$ cat src/rtl/core/shs_pkg.sv
// Shared types, constants and functions of the SHA-512 stream hash unit
`timescale 1ns / 1ps
package shs_pkg;

  localparam int unsigned Rounds   = 80;
  localparam int unsigned BlkWords = 16;
  localparam int unsigned LenWords = 14;   // words before the length field

  // word source for a push into the block window
  localparam logic [1:0] PUSH_PAD  = 2'd0;
  localparam logic [1:0] PUSH_ZERO = 2'd1;
  localparam logic [1:0] PUSH_LENH = 2'd2;
  localparam logic [1:0] PUSH_LENL = 2'd3;

  typedef struct packed {
    logic       absorb;
    logic       push;
    logic [1:0] push_sel;
    logic       comp_start;
    logic       msg_clear;
    logic [2:0] out_idx;
  } shs_cmd_t;

  typedef struct packed {
    logic [4:0] wcnt;
    logic       comp_done;
  } shs_stat_t;

  function automatic logic [63:0] rotr(input logic [63:0] x, input int unsigned n);
    rotr = (x >> n) | (x << (64 - n));
  endfunction

  function automatic logic [63:0] init_h(input logic [2:0] i);
    case (i)
      3'd0:    init_h = 64'h6a09e667f3bcc908;
      3'd1:    init_h = 64'hbb67ae8584caa73b;
      3'd2:    init_h = 64'h3c6ef372fe94f82b;
      3'd3:    init_h = 64'ha54ff53a5f1d36f1;
      3'd4:    init_h = 64'h510e527fade682d1;
      3'd5:    init_h = 64'h9b05688c2b3e6c1f;
      3'd6:    init_h = 64'h1f83d9abfb41bd6b;
      default: init_h = 64'h5be0cd19137e2179;
    endcase
  endfunction

  function automatic logic [63:0] round_k(input logic [6:0] t);
    case (t)
      7'd0:  round_k = 64'h428a2f98d728ae22;  7'd1:  round_k = 64'h7137449123ef65cd;
      7'd2:  round_k = 64'hb5c0fbcfec4d3b2f;  7'd3:  round_k = 64'he9b5dba58189dbbc;
      7'd4:  round_k = 64'h3956c25bf348b538;  7'd5:  round_k = 64'h59f111f1b605d019;
      7'd6:  round_k = 64'h923f82a4af194f9b;  7'd7:  round_k = 64'hab1c5ed5da6d8118;
      7'd8:  round_k = 64'hd807aa98a3030242;  7'd9:  round_k = 64'h12835b0145706fbe;
      7'd10: round_k = 64'h243185be4ee4b28c;  7'd11: round_k = 64'h550c7dc3d5ffb4e2;
      7'd12: round_k = 64'h72be5d74f27b896f;  7'd13: round_k = 64'h80deb1fe3b1696b1;
      7'd14: round_k = 64'h9bdc06a725c71235;  7'd15: round_k = 64'hc19bf174cf692694;
      7'd16: round_k = 64'he49b69c19ef14ad2;  7'd17: round_k = 64'hefbe4786384f25e3;
      7'd18: round_k = 64'h0fc19dc68b8cd5b5;  7'd19: round_k = 64'h240ca1cc77ac9c65;
      7'd20: round_k = 64'h2de92c6f592b0275;  7'd21: round_k = 64'h4a7484aa6ea6e483;
      7'd22: round_k = 64'h5cb0a9dcbd41fbd4;  7'd23: round_k = 64'h76f988da831153b5;
      7'd24: round_k = 64'h983e5152ee66dfab;  7'd25: round_k = 64'ha831c66d2db43210;
      7'd26: round_k = 64'hb00327c898fb213f;  7'd27: round_k = 64'hbf597fc7beef0ee4;
      7'd28: round_k = 64'hc6e00bf33da88fc2;  7'd29: round_k = 64'hd5a79147930aa725;
      7'd30: round_k = 64'h06ca6351e003826f;  7'd31: round_k = 64'h142929670a0e6e70;
      7'd32: round_k = 64'h27b70a8546d22ffc;  7'd33: round_k = 64'h2e1b21385c26c926;
      7'd34: round_k = 64'h4d2c6dfc5ac42aed;  7'd35: round_k = 64'h53380d139d95b3df;
      7'd36: round_k = 64'h650a73548baf63de;  7'd37: round_k = 64'h766a0abb3c77b2a8;
      7'd38: round_k = 64'h81c2c92e47edaee6;  7'd39: round_k = 64'h92722c851482353b;
      7'd40: round_k = 64'ha2bfe8a14cf10364;  7'd41: round_k = 64'ha81a664bbc423001;
      7'd42: round_k = 64'hc24b8b70d0f89791;  7'd43: round_k = 64'hc76c51a30654be30;
      7'd44: round_k = 64'hd192e819d6ef5218;  7'd45: round_k = 64'hd69906245565a910;
      7'd46: round_k = 64'hf40e35855771202a;  7'd47: round_k = 64'h106aa07032bbd1b8;
      7'd48: round_k = 64'h19a4c116b8d2d0c8;  7'd49: round_k = 64'h1e376c085141ab53;
      7'd50: round_k = 64'h2748774cdf8eeb99;  7'd51: round_k = 64'h34b0bcb5e19b48a8;
      7'd52: round_k = 64'h391c0cb3c5c95a63;  7'd53: round_k = 64'h4ed8aa4ae3418acb;
      7'd54: round_k = 64'h5b9cca4f7763e373;  7'd55: round_k = 64'h682e6ff3d6b2b8a3;
      7'd56: round_k = 64'h748f82ee5defb2fc;  7'd57: round_k = 64'h78a5636f43172f60;
      7'd58: round_k = 64'h84c87814a1f0ab72;  7'd59: round_k = 64'h8cc702081a6439ec;
      7'd60: round_k = 64'h90befffa23631e28;  7'd61: round_k = 64'ha4506cebde82bde9;
      7'd62: round_k = 64'hbef9a3f7b2c67915;  7'd63: round_k = 64'hc67178f2e372532b;
      7'd64: round_k = 64'hca273eceea26619c;  7'd65: round_k = 64'hd186b8c721c0c207;
      7'd66: round_k = 64'heada7dd6cde0eb1e;  7'd67: round_k = 64'hf57d4f7fee6ed178;
      7'd68: round_k = 64'h06f067aa72176fba;  7'd69: round_k = 64'h0a637dc5a2c898a6;
      7'd70: round_k = 64'h113f9804bef90dae;  7'd71: round_k = 64'h1b710b35131c471b;
      7'd72: round_k = 64'h28db77f523047d84;  7'd73: round_k = 64'h32caab7b40c72493;
      7'd74: round_k = 64'h3c9ebe0a15c9bebc;  7'd75: round_k = 64'h431d67c49c100d4c;
      7'd76: round_k = 64'h4cc5d4becb3e42b6;  7'd77: round_k = 64'h597f299cfc657e2a;
      7'd78: round_k = 64'h5fcb6fab3ad6faec;  7'd79: round_k = 64'h6c44198c4a475817;
      default: round_k = '0;
    endcase
  endfunction

endpackage

$ cat src/rtl/core/shs_ctrl.sv
// Sequencer of the SHA-512 stream hash unit: absorb, padding, compression, digest readout
`timescale 1ns / 1ps
module shs_ctrl
  import shs_pkg::*;
(
  input  logic      clk_i,
  input  logic      rst_ni,
  input  logic      in_valid_i,
  output logic      in_ready_o,
  input  logic      last_i,
  output logic      out_valid_o,
  input  logic      out_ready_i,
  output logic      digest_last_o,
  output shs_cmd_t  cmd_o,
  input  shs_stat_t stat_i
);

  localparam logic [2:0] ST_IDLE = 3'd0;
  localparam logic [2:0] ST_CHK  = 3'd1;
  localparam logic [2:0] ST_PADW = 3'd2;
  localparam logic [2:0] ST_ZERO = 3'd3;
  localparam logic [2:0] ST_LENH = 3'd4;
  localparam logic [2:0] ST_LENL = 3'd5;
  localparam logic [2:0] ST_COMP = 3'd6;
  localparam logic [2:0] ST_OUT  = 3'd7;

  logic [2:0] state_q, state_d;
  logic [2:0] ret_q, ret_d;
  logic [2:0] idx_q, idx_d;

  // next state and datapath commands
  always_comb begin
    state_d        = state_q;
    ret_d          = ret_q;
    idx_d          = idx_q;
    cmd_o          = '0;
    cmd_o.out_idx  = idx_q;
    case (state_q)
      ST_IDLE: begin
        if (in_valid_i) begin
          cmd_o.absorb = 1'b1;
          ret_d        = last_i ? ST_PADW : ST_IDLE;
          state_d      = ST_CHK;
        end
      end
      ST_CHK: begin
        // a full block goes through compression before anything else
        if (stat_i.wcnt == 5'(BlkWords)) begin
          cmd_o.comp_start = 1'b1;
          state_d          = ST_COMP;
        end else begin
          state_d = ret_q;
        end
      end
      ST_PADW: begin
        cmd_o.push     = 1'b1;
        cmd_o.push_sel = PUSH_PAD;
        ret_d          = ST_ZERO;
        state_d        = ST_CHK;
      end
      ST_ZERO: begin
        if (stat_i.wcnt == 5'(LenWords)) begin
          state_d = ST_LENH;
        end else begin
          cmd_o.push     = 1'b1;
          cmd_o.push_sel = PUSH_ZERO;
          ret_d          = ST_ZERO;
          state_d        = ST_CHK;
        end
      end
      ST_LENH: begin
        cmd_o.push     = 1'b1;
        cmd_o.push_sel = PUSH_LENH;
        state_d        = ST_LENL;
      end
      ST_LENL: begin
        cmd_o.push     = 1'b1;
        cmd_o.push_sel = PUSH_LENL;
        ret_d          = ST_OUT;
        state_d        = ST_CHK;
      end
      ST_COMP: begin
        if (stat_i.comp_done) begin
          state_d = ret_q;
        end
      end
      ST_OUT: begin
        if (out_ready_i) begin
          if (idx_q == 3'd7) begin
            cmd_o.msg_clear = 1'b1;
            idx_d           = '0;
            state_d         = ST_IDLE;
          end else begin
            idx_d = idx_q + 3'd1;
          end
        end
      end
      default: state_d = ST_IDLE;
    endcase
  end

  always_ff @(posedge clk_i or negedge rst_ni) begin
    if (!rst_ni) begin
      state_q <= ST_IDLE;
      ret_q   <= ST_IDLE;
      idx_q   <= '0;
    end else begin
      state_q <= state_d;
      ret_q   <= ret_d;
      idx_q   <= idx_d;
    end
  end

  assign in_ready_o    = (state_q == ST_IDLE);
  assign out_valid_o   = (state_q == ST_OUT);
  assign digest_last_o = (idx_q == 3'd7);

endmodule

$ cat config.mk
export PLATFORM = sky130hd
export DESIGN_NAME = shs_ctrl
export DESIGN_NICKNAME = d
export VERILOG_FILES = /design/src/rtl/core/shs_pkg.sv /design/src/rtl/core/shs_ctrl.sv
export SDC_FILE = /design/constraint.sdc
export NUM_CORES = 1
export LEC_CHECK = 0
export BUFFER_PORTS_ARGS = -buffer_cell sky130_fd_sc_hd__buf_2
export CAP_MARGIN = 20
export CELL_PAD_IN_SITES_DETAIL_PLACEMENT = 1
export CELL_PAD_IN_SITES_GLOBAL_PLACEMENT = 2
export CORE_UTILIZATION = 26
export CTS_CLUSTER_SIZE = 24
export DETAILED_ROUTE_END_ITERATION = 10
export PLACE_DENSITY_LB_ADDON = 0.1
export SYNTH_ARGS = -nofsm -noshare
export SYNTH_HDL_FRONTEND = slang
export SYNTH_SLANG_ARGS = --single-unit
$ cat constraint.sdc
create_clock -name clk_i -period 1.73 [get_ports clk_i]
set_input_delay 0.173 -clock clk_i [delete_from_list [all_inputs] [get_ports clk_i]]
set_output_delay 0.173 -clock clk_i [all_outputs]
set_load 0.005 [all_outputs]
==> flow_summary.json <==
{
  "status": "complete, no violations",
  "ys_types": 30,
  "post_dp_cell_area_um2": 791,
  "final_cell_count_no_fill": 132,
  "hold_viol_final": 0,
  "yosysSeqAreaShare": 0.353,
  "layout.nets": 118,
  "dp.cells": 127,
  "worst_ep_arrival_time_ps": 1420,
  "syn_to_final_growth_pct": 30.0,
  "start_util": 0.283,
  "core_mm2": 0.00225,
  "synthCells": 77,
  "drt_iter0_drc": 6,
  "max_freq_mhz": 629,
  "setup_viol": 0,
  "final_area_um2": 830,
  "clock-sinks": 9,
  "ys_warn_count": 0,
  "io_pins": 23,
  "min_period_ps": 1590,
  "n_antenna_cell": 0,
  "die_area_mm2": 0.00266,
  "firstDrtPassIters": 4,
  "period_share": 0.919,
  "rows": 17,
  "crit_fanout": 9,
  "holdPathEnd": "ret_q[1]",
  "hold_path.class": "input port to flip-flop",
  "rrSetupSlack_ps": 190,
  "grt_start_max_net_pins": 15,
  "avgSynthCellArea_um2": 8.29,
  "synth_area_um2": 638,
  "worst_pin_slew_ps": 310,
  "cp.required_ps": 1560,
  "worstHoldPathCells": 3,
  "gp_congestion": 0.671,
  "cts_tree": "built",
  "antenna_found_initial": 0,
  "via_per_inst": 4.96,
  "io_buffer_count": 22,
  "irDropWorstVdd_mv": 0.644,
  "htree_levels": 1,
  "mostFrequentLayoutCell": "buf_2",
  "cts_buffers": 3,
  "ys_ff_latch": 9,
  "grt_use_total": 0.145,
  "drv_slew": 0,
  "rsz0062_at_grt": "false",
  "insertion_delay_ps": 250,
  "relSlewSlack": 0.791,
  "crit_type": "flip-flop to output pin",
  "drc_errors": 0,
  "hold_ws_ps": 160,
  "drive_gt1_frac": 0.327,
  "critPathLaunchType": "flip-flop",
  "num_vias": 655,
  "grt_pass1_vias": 685,
  "p_total_mw": 1.24,
  "routedWlPerCell_um": 12.1,
  "die_w_um": 51.5,
  "cts-root-buf": "clkbuf_4",
  "finalWirelength_um": 1600,
  "grt_pass1_wl_um": 2860,
  "fin_skew_ps": 2.85,
  "cts.path.max_buffers": 2,
  "final_cell_mix": "22 x buf_2, 10 x nand2_1, 7 x dfrtp_1",
  "drtAntennaViolNets": 0,
  "gr-total-overflow": 0,
  "worstReg2RegEnd": "state_q[0]",
  "r2r_cells": 4,
  "max-cap-violations": 0,
  "tns_ps": 0,
  "syn_nets": 90,
  "hold_start": "last_i",
  "power_per_cell_area_mw_per_mm2": 1500,
  "clkTransAtPathRegs_ps": 60,
  "worstReg2RegStart": "idx_q[0]",
  "end_kind": "output pin",
  "die_h_um": 51.5,
  "p_leak_nw": 0.435,
  "dp_hpwl_um": 1320
}
-- layer usage --
layer,share of wire,vias up,GRT usage,wire length [um]
met5,0,-,0,0
li1,-,327,-,-
met1,0.44,310,0.162,710
met2,0.50,18,0.268,805
met3,0.053,0,0.0468,85
met4,0,0,0.0270,0
-- where the power goes --
part	switching, mW	internal [mW]	leakage (nW)	total, mW
Combinational	0.308	0.326	0.321	0.634
Sequential	0.143	0.311	0.0997	0.454
Clock	0.0658	0.0884	0.0150	0.154
-- what timing repair did --
item / CTS / global route
hold buffers: 1 / 0
setup buffers: 0 / 0
gates resized for setup: 0 / 2
endpoints found under the hold margin: 9 / 0
endpoints found under the setup margin: 0 / 2
-- critical path, stage by stage, from the launching register on --
cell,delay (ps)
dfrtp_1,480
nor2b_1,240
nand2_1,130
nand2_1,140
nand2_1,60
buf_2,120
-- area by class of cell --
class / instances / area, um2
inverters: 5 / 18.8
multi-input cells: 60 / 379
repair buffers: 26 / 143
well taps: 28 / 35.0
flip-flops and latches: 9 / 228
clock buffers: 4 / 26.3
fillers: 301 / 1430
-- worst max path at each step --
stage               startpoint          to  slack (ps)  cells after the start
floorplan             idx_q[0]  state_q[0]         250                      4
CTS                 state_q[2]    cmd_o[8]          80                      4
detailed placement    idx_q[0]  state_q[0]         190                      4
global route        state_q[2]    cmd_o[8]           9                      4
global placement      idx_q[0]  state_q[0]         250                      4
finish              state_q[0]    cmd_o[7]         140                      5
-- state kept, by name (all words and copies together), names as in the netlist --
name,flops
ret_q,3
idx_q,3
state_q,3
-- cell usage after synthesis, drive strengths merged --
cell type / count / area (um2)
nand2: 10 / 37.5
dfrtp: 9 / 225
nor2: 6 / 22.5
o21ai: 6 / 30.0
inv: 5 / 18.8
a21oi: 3 / 15.0
buf: 3 / 15.0
nand3: 3 / 15.0
nor2b: 3 / 18.8
nor3: 3 / 15.0
and2: 2 / 12.5
and2b: 2 / 15.0
and3: 2 / 12.5
ha: 2 / 25.0
mux2: 2 / 22.5
nor3b: 2 / 15.0
a2111oi: 1 / 15.0
a211oi: 1 / 7.51
a21boi: 1 / 7.51
a21o: 1 / 7.51
a311o: 1 / 10.0
a311oi: 1 / 15.0
a31oi: 1 / 6.26
and3b: 1 / 8.76
and4b: 1 / 10.0
nand2b: 1 / 6.26
nand4b: 1 / 8.76
nor4: 1 / 6.26
o22ai: 1 / 6.26
or2b: 1 / 7.51
-- logic make-up after synthesis --
| group | after synthesis | share of synthesized area |
|---|---|---|
| AND/OR/NAND/NOR | 39 | 0.331 |
| AO/OA/AOI/OAI | 17 | 0.188 |
| flip-flops | 9 | 0.353 |
| buffers and inverters | 8 | 0.0529 |
| multiplexers | 2 | 0.0353 |
| adder cells (fa/ha/maj) | 2 | 0.0392 |
-- through the flow --
step	setup slack, ps	utilization
floorplan	246	-
global placement	245	0.351
detailed placement	189	0.351
global route	8.78	0.368
finish	139	0.368
CTS	78.0	0.367
(Power assumes the default switching activity.)
